===== src/design/bao_pkg.sv =====
// shared types and constants for the bump allocator with object-start bitmap
// used by bao_front, bao_back and bump_allocator_object_bitmap_core
`default_nettype none

package bao_pkg;

  // operation codes
  localparam logic [1:0] OP_ALLOC = 2'd0;
  localparam logic [1:0] OP_REG   = 2'd1;
  localparam logic [1:0] OP_QUERY = 2'd2;
  localparam logic [1:0] OP_CLEAR = 2'd3;

  // status codes
  localparam logic [1:0] STS_OK    = 2'd0;
  localparam logic [1:0] STS_OOM   = 2'd1;
  localparam logic [1:0] STS_MISAL = 2'd2;
  localparam logic [1:0] STS_RANGE = 2'd3;

  // register index
  localparam logic REG_CAPACITY = 1'b0;

  localparam int OP_W   = 2;
  localparam int SIZE_W = 17;
  localparam int OFF_W  = 16;
  localparam int CAP_W  = 18;   // rounded capacity may reach 2^17
  localparam int STS_W  = 2;

  localparam int HEAP_BYTES_DEF = 65536;
  localparam int CAP_RESET      = 65536;

  // bitmap rows: 64 words of 8 bytes per row
  localparam int WORD_SHIFT = 3;
  localparam int ROW_BITS   = 64;
  localparam int ROW_SHIFT  = 6;
  localparam int BIT_LO     = WORD_SHIFT;
  localparam int BIT_HI     = WORD_SHIFT + ROW_SHIFT - 1;
  localparam int MAX_WORDS  = 8192;  // reachable with a 16-bit offset

  typedef struct packed {
    logic [OP_W-1:0]   op;
    logic [SIZE_W-1:0] size;
    logic [OFF_W-1:0]  offset;
    logic              misaligned;
    logic              out_of_range;
  } cmd_t;

  typedef struct packed {
    logic pop;
    logic init;   // reset clearing pass still running
  } bk_stat_t;

endpackage

`default_nettype wire


===== src/design/bao_front.sv =====
// front end: takes transactions, classifies them and queues them for the back end
// depends on bao_pkg
`default_nettype none

module bao_front (
  input  wire                        clk,
  input  wire                        rst_n,
  input  wire                        start,
  output logic                       busy,
  input  wire [bao_pkg::OP_W-1:0]    in_operation,
  input  wire [bao_pkg::SIZE_W-1:0]  in_size_bytes,
  input  wire [bao_pkg::OFF_W-1:0]   in_offset,
  input  wire [bao_pkg::CAP_W-1:0]   cap_eff,
  input  wire bao_pkg::bk_stat_t     bk_stat,
  output logic                       q_valid,
  output bao_pkg::cmd_t              q_cmd
);

  bao_pkg::cmd_t q_mem_r [2];
  logic [1:0]    cnt_r, cnt_nxt;
  logic          wr_ptr_r, wr_ptr_nxt;
  logic          rd_ptr_r, rd_ptr_nxt;
  logic          push;
  bao_pkg::cmd_t cmd_in;

  always_comb begin
    cmd_in.op           = in_operation;
    cmd_in.size         = in_size_bytes;
    cmd_in.offset       = in_offset;
    cmd_in.misaligned   = |in_offset[bao_pkg::WORD_SHIFT-1:0];
    cmd_in.out_of_range = {{(bao_pkg::CAP_W-bao_pkg::OFF_W){1'b0}}, in_offset} >= cap_eff;
  end

  assign busy    = (cnt_r == 2'd2) || bk_stat.init;
  assign push    = start && !busy;
  assign q_valid = (cnt_r != 2'd0);
  assign q_cmd   = q_mem_r[rd_ptr_r];

  always_comb begin
    cnt_nxt    = cnt_r;
    wr_ptr_nxt = wr_ptr_r;
    rd_ptr_nxt = rd_ptr_r;
    if (push) begin
      wr_ptr_nxt = ~wr_ptr_r;
    end
    if (bk_stat.pop) begin
      rd_ptr_nxt = ~rd_ptr_r;
    end
    if (push && !bk_stat.pop) begin
      cnt_nxt = cnt_r + 2'd1;
    end else if (!push && bk_stat.pop) begin
      cnt_nxt = cnt_r - 2'd1;
    end
  end

  always_ff @(posedge clk) begin
    if (!rst_n) begin
      cnt_r    <= 2'd0;
      wr_ptr_r <= 1'b0;
      rd_ptr_r <= 1'b0;
    end else begin
      cnt_r    <= cnt_nxt;
      wr_ptr_r <= wr_ptr_nxt;
      rd_ptr_r <= rd_ptr_nxt;
    end
  end

  always_ff @(posedge clk) begin
    if (push) begin
      q_mem_r[wr_ptr_r] <= cmd_in;
    end
  end

endmodule

`default_nettype wire


===== config.mk =====
export PLATFORM = sky130hd
export DESIGN_NAME = bao_front
export DESIGN_NICKNAME = d
export VERILOG_FILES = /design/src/design/bao_pkg.sv /design/src/design/bao_front.sv
export SDC_FILE = /design/constraint.sdc
export NUM_CORES = 1
export LEC_CHECK = 0
export BUFFER_PORTS_ARGS = -buffer_cell sky130_fd_sc_hd__buf_2
export CORE_UTILIZATION = 37
export DETAILED_ROUTE_END_ITERATION = 6
export PLACE_DENSITY_LB_ADDON = 0.08
export SKIP_LAST_GASP = 1
export SYNTH_ARGS = -nofsm -noshare
export SYNTH_HDL_FRONTEND = slang
export SYNTH_SLANG_ARGS = --single-unit

===== constraint.sdc =====
create_clock -name clk -period 5.4 [get_ports clk]
set_input_delay 1.35 -clock clk [delete_from_list [all_inputs] [get_ports clk]]
set_output_delay 1.35 -clock clk [all_outputs]
set_load 0.02 [all_outputs]

==> results.sh <==
export IMPL_internal_power_mw=1.06
export IMPL_p_sw_share_pct=24.0
export IMPL_grt_use_total_pct=13.2
export IMPL_netSwitchingPower_mw=0.335
export IMPL_timing_setup_critical_path_class="reg -> out"
export IMPL_drcViolationCount=0
export IMPL_clock_sinks=79
export IMPL_finalNetCount=374
export IMPL_worst_r2r_path_depth=3
export IMPL_critical_path_max_stage_delay_ns=0.94
export IMPL_global_route_wire_length_before_repair_um=9370
export IMPL_vias_per_std_cell=4.68
export IMPL_syn_inst=196
export IMPL_final_common_cell="sky130_fd_sc_hd__buf_2"
export IMPL_post_drt_wl_per_cell_um=14.3
export IMPL_hold_path_cell_count=2
export IMPL_crit_path_start_kind="flop"
export IMPL_post_route_cells_drive_above_1_share_pct=51.0
export IMPL_max_clock_path_buffers=2
export IMPL_reg2reg_from="cnt_r[0]"
export IMPL_worstSetupEndpoint="q_cmd[4]"
export IMPL_floorplan_rows=34
export IMPL_max_cap_viol_count=0
export IMPL_slew_violations=0
export IMPL_yosysTopAreaCellShare_pct=67.0
export IMPL_hold_class="reg -> reg"
export IMPL_cts_max_level=3
export IMPL_synth_seq_cells=79
export IMPL_run_status="finished clean"
export IMPL_number_of_port_buffers=96
export IMPL_p_leak_nw=1.68
export IMPL_netlist_cell_type_count=32
export IMPL_share_seq_of_total_power_pct=51.7
export IMPL_crit_path_end_kind="primary output"
export IMPL_detail_route_wirelength_um=5870
export IMPL_finalHoldViolCount=0
export IMPL_setup_viol=0
export IMPL_post_route_period_util_pct=59.9
export IMPL_synth_top_cell_by_area="sky130_fd_sc_hd__edfxtp_1"
export IMPL_worst_ep_arrival_time_ns=1.88
export IMPL_cts_hold_repair_buffers=0
export IMPL_grt_remaining_overflow=0
export IMPL_ios=97
export IMPL_cp_max_fo=37
export IMPL_powerDensity_nw_per_um2=337
export IMPL_drt_initial_drc_count=34
export IMPL_die_height_um=96.7
export IMPL_min_period_ns=3.23
export IMPL_synthesis_area_per_instance_um2=16.9
export IMPL_critPathSlowestCell="sky130_fd_sc_hd__dfxtp_2"
export IMPL_final_setup_skew_ns=0.0100
export IMPL_initial_antenna_violation_count=0
export IMPL_tightestPinTransition_ns=0.962
export IMPL_critical_path_cell_sequence="mux2_2 -> buf_2"
export IMPL_synth_area_um2=3320
export IMPL_max_vdd_ir_drop_mv=0.137
export IMPL_ys_warnings_count=0
export IMPL_relSlewSlack_pct=35.9
export IMPL_totalNegativeSetupSlack_ns=0
export IMPL_floorplan_die_area_um2=9340
export IMPL_postSynthNetCount=271
export IMPL_regToRegEndpoint="q_mem_r[0][7]"
export IMPL_post_cts_resized_instances=0
export IMPL_diodes=0
export IMPL_ctsRootBufferMaster="sky130_fd_sc_hd__clkbuf_8"
export IMPL_start_util_pct=38.2
export IMPL_vias_in_the_first_global_route=1926
export IMPL_ff2ff_setup_slack_ns=3.40
export IMPL_cts_reportedPaths_clkPinSlew_ns=0.08
export IMPL_tritoncts_num_buffers=9
export IMPL_maximum_number_of_pins_on_one_net_before_global_route_repair=39
export IMPL_rsz0062_at_grt="no"
export IMPL_share_clk_of_total_power_pct=34.8
export IMPL_gpl_final_weighted_congestion=0.713
export IMPL_final_fill_count=818
export IMPL_post_layout_total_power_mw=1.40
export IMPL_final_cell_mix="sky130_fd_sc_hd__buf_2 (96), sky130_fd_sc_hd__edfxtp_1 (74), sky130_fd_sc_hd__mux2_2 (37)"
export IMPL_detailroute_via_count=1927
export IMPL_cts_tree="built"
export IMPL_core_area_um2=8680
export IMPL_yosys_top_cells_area="sky130_fd_sc_hd__edfxtp_1 (67%), sky130_fd_sc_hd__mux2_2 (13%), sky130_fd_sc_hd__ha_1 (6.4%)"
export IMPL_hpwlAfterDp_um=3850
export IMPL_required_ns=4.05
export IMPL_cts_repair_timing_setup_buffer_count=0
export IMPL_antenna_violating_nets_post_route=0
export IMPL_yosysSeqAreaShare_pct=70.0
export IMPL_combPwrFrac_pct=13.4
export IMPL_syn_to_final_growth_pct=24.8
export IMPL_max_freq_mhz=309
export IMPL_drt_pass1_iterations=4
export IMPL_die_w_um=96.7
export IMPL_clock_latency_late_sink_ns=0.34
[sequential cells by signal (all words and copies together) (netlist names), named ones only]
name / count
wr_ptr_r: 1
q_mem_r: 74
cnt_r: 2
rd_ptr_r: 1
[cells in the mapped netlist]
| cell type | n |
|---|---|
| sky130_fd_sc_hd__a211oi_4 | 1 |
| sky130_fd_sc_hd__edfxtp_1 | 74 |
| sky130_fd_sc_hd__o211ai_1 | 1 |
| sky130_fd_sc_hd__nor2_1 | 1 |
| sky130_fd_sc_hd__and3_1 | 1 |
| sky130_fd_sc_hd__a21o_1 | 1 |
| sky130_fd_sc_hd__ha_1 | 17 |
| sky130_fd_sc_hd__and2_1 | 3 |
| sky130_fd_sc_hd__nor2b_1 | 1 |
| sky130_fd_sc_hd__o2111a_1 | 1 |
| sky130_fd_sc_hd__a211o_1 | 2 |
| sky130_fd_sc_hd__xnor2_1 | 1 |
| sky130_fd_sc_hd__nand2b_1 | 1 |
| sky130_fd_sc_hd__inv_1 | 20 |
| sky130_fd_sc_hd__and2_2 | 1 |
| sky130_fd_sc_hd__a31oi_1 | 1 |
| sky130_fd_sc_hd__a21boi_0 | 1 |
| sky130_fd_sc_hd__a21oi_1 | 5 |
| sky130_fd_sc_hd__inv_2 | 1 |
| sky130_fd_sc_hd__xor2_1 | 2 |
| sky130_fd_sc_hd__dfxtp_1 | 5 |
| sky130_fd_sc_hd__or3_1 | 2 |
| sky130_fd_sc_hd__o21ai_0 | 3 |
| sky130_fd_sc_hd__o21a_1 | 1 |
| sky130_fd_sc_hd__mux2_2 | 37 |
| sky130_fd_sc_hd__nand4_1 | 2 |
| sky130_fd_sc_hd__and2b_1 | 1 |
| sky130_fd_sc_hd__nand3_1 | 1 |
| sky130_fd_sc_hd__or2_2 | 2 |
| sky130_fd_sc_hd__buf_2 | 4 |
| sky130_fd_sc_hd__o22ai_1 | 1 |
| sky130_fd_sc_hd__o221ai_1 | 1 |
[final cells by class]
cell class / instances / area (um2) / share of cell area [%]
well taps: 108 / 135 / 3.27
clock inverters: 5 / 81.3 / 1.97
multi-input cells: 92 / 896 / 21.7
flip-flops and latches: 79 / 2320 / 56.2
inverters: 21 / 78.8 / 1.91
repair buffers: 96 / 480 / 11.6
clock buffers: 11 / 141 / 3.42
[through the flow]
stage	worst slack [ns]	cell area (um2)	std cells	hold slack (ns)	util [%]
2_1_floorplan	2.50	3320	196	0.518	-
3_3_place_gp	2.28	3910	396	0.551	45.1
3_5_place_dp	2.28	3910	396	0.556	45.1
4_1_cts	2.07	4140	412	0.568	47.7
5_1_grt	2.01	4140	412	0.617	47.7
6_report	2.17	4140	412	0.574	47.7
[power groups by stage]
stage	Combinational, mW	Clock (mW)	Sequential [mW]
floorplan	0.131	0	0.723
global placement	0.188	0	0.737
detailed placement	0.190	0	0.738
CTS	0.191	0.498	0.724
global route	0.206	0.521	0.727
finish	0.187	0.486	0.722
[worst min-delay path by stage]
stage          startpoint  slack [ns]       end
2_1_floorplan    cnt_r[1]        0.52  cnt_r[1]
3_3_place_gp     cnt_r[1]        0.55  cnt_r[1]
3_5_place_dp     cnt_r[1]        0.56  cnt_r[1]
4_1_cts          cnt_r[1]        0.57  cnt_r[1]
5_1_grt          rd_ptr_r        0.62  rd_ptr_r
6_report         rd_ptr_r        0.57      flop
[per-layer routing]
| layer | global-route usage, % | vias up | wire, um |
|---|---|---|---|
| li1 | - | 940 | - |
| met1 | 15.4 | 915 | 2480 |
| met2 | 21.9 | 62 | 2890 |
| met3 | 4.12 | 10 | 385 |
| met4 | 6.54 | 0 | 110 |
| met5 | 0 | - | 0 |
[kinds of logic (layout without fill, tap and decap cells)]
| kind of cell | after synthesis | after routing | synth area share, % |
|---|---|---|---|
| AND/OR/NAND/NOR | 16 | 16 | 2.98 |
| flip-flops | 79 | 79 | 70.0 |
| AO/OA/AOI/OAI | 19 | 19 | 4.23 |
| XOR/XNOR | 3 | 3 | 0.793 |
| multiplexers | 37 | 37 | 12.6 |
| adder cells (fa/ha/maj) | 17 | 17 | 6.41 |
| buffers and inverters | 25 | 133 | 2.98 |
[worst max-delay path, delay by kind of cell, from the launching register on]
| family | cells | cell delay, ns |
|---|---|---|
| buffers and inverters | 1 | 0.16 |
| multiplexers | 1 | 0.42 |
| flip-flops | 1 | 0.94 |
(Power assumes the default switching activity.)
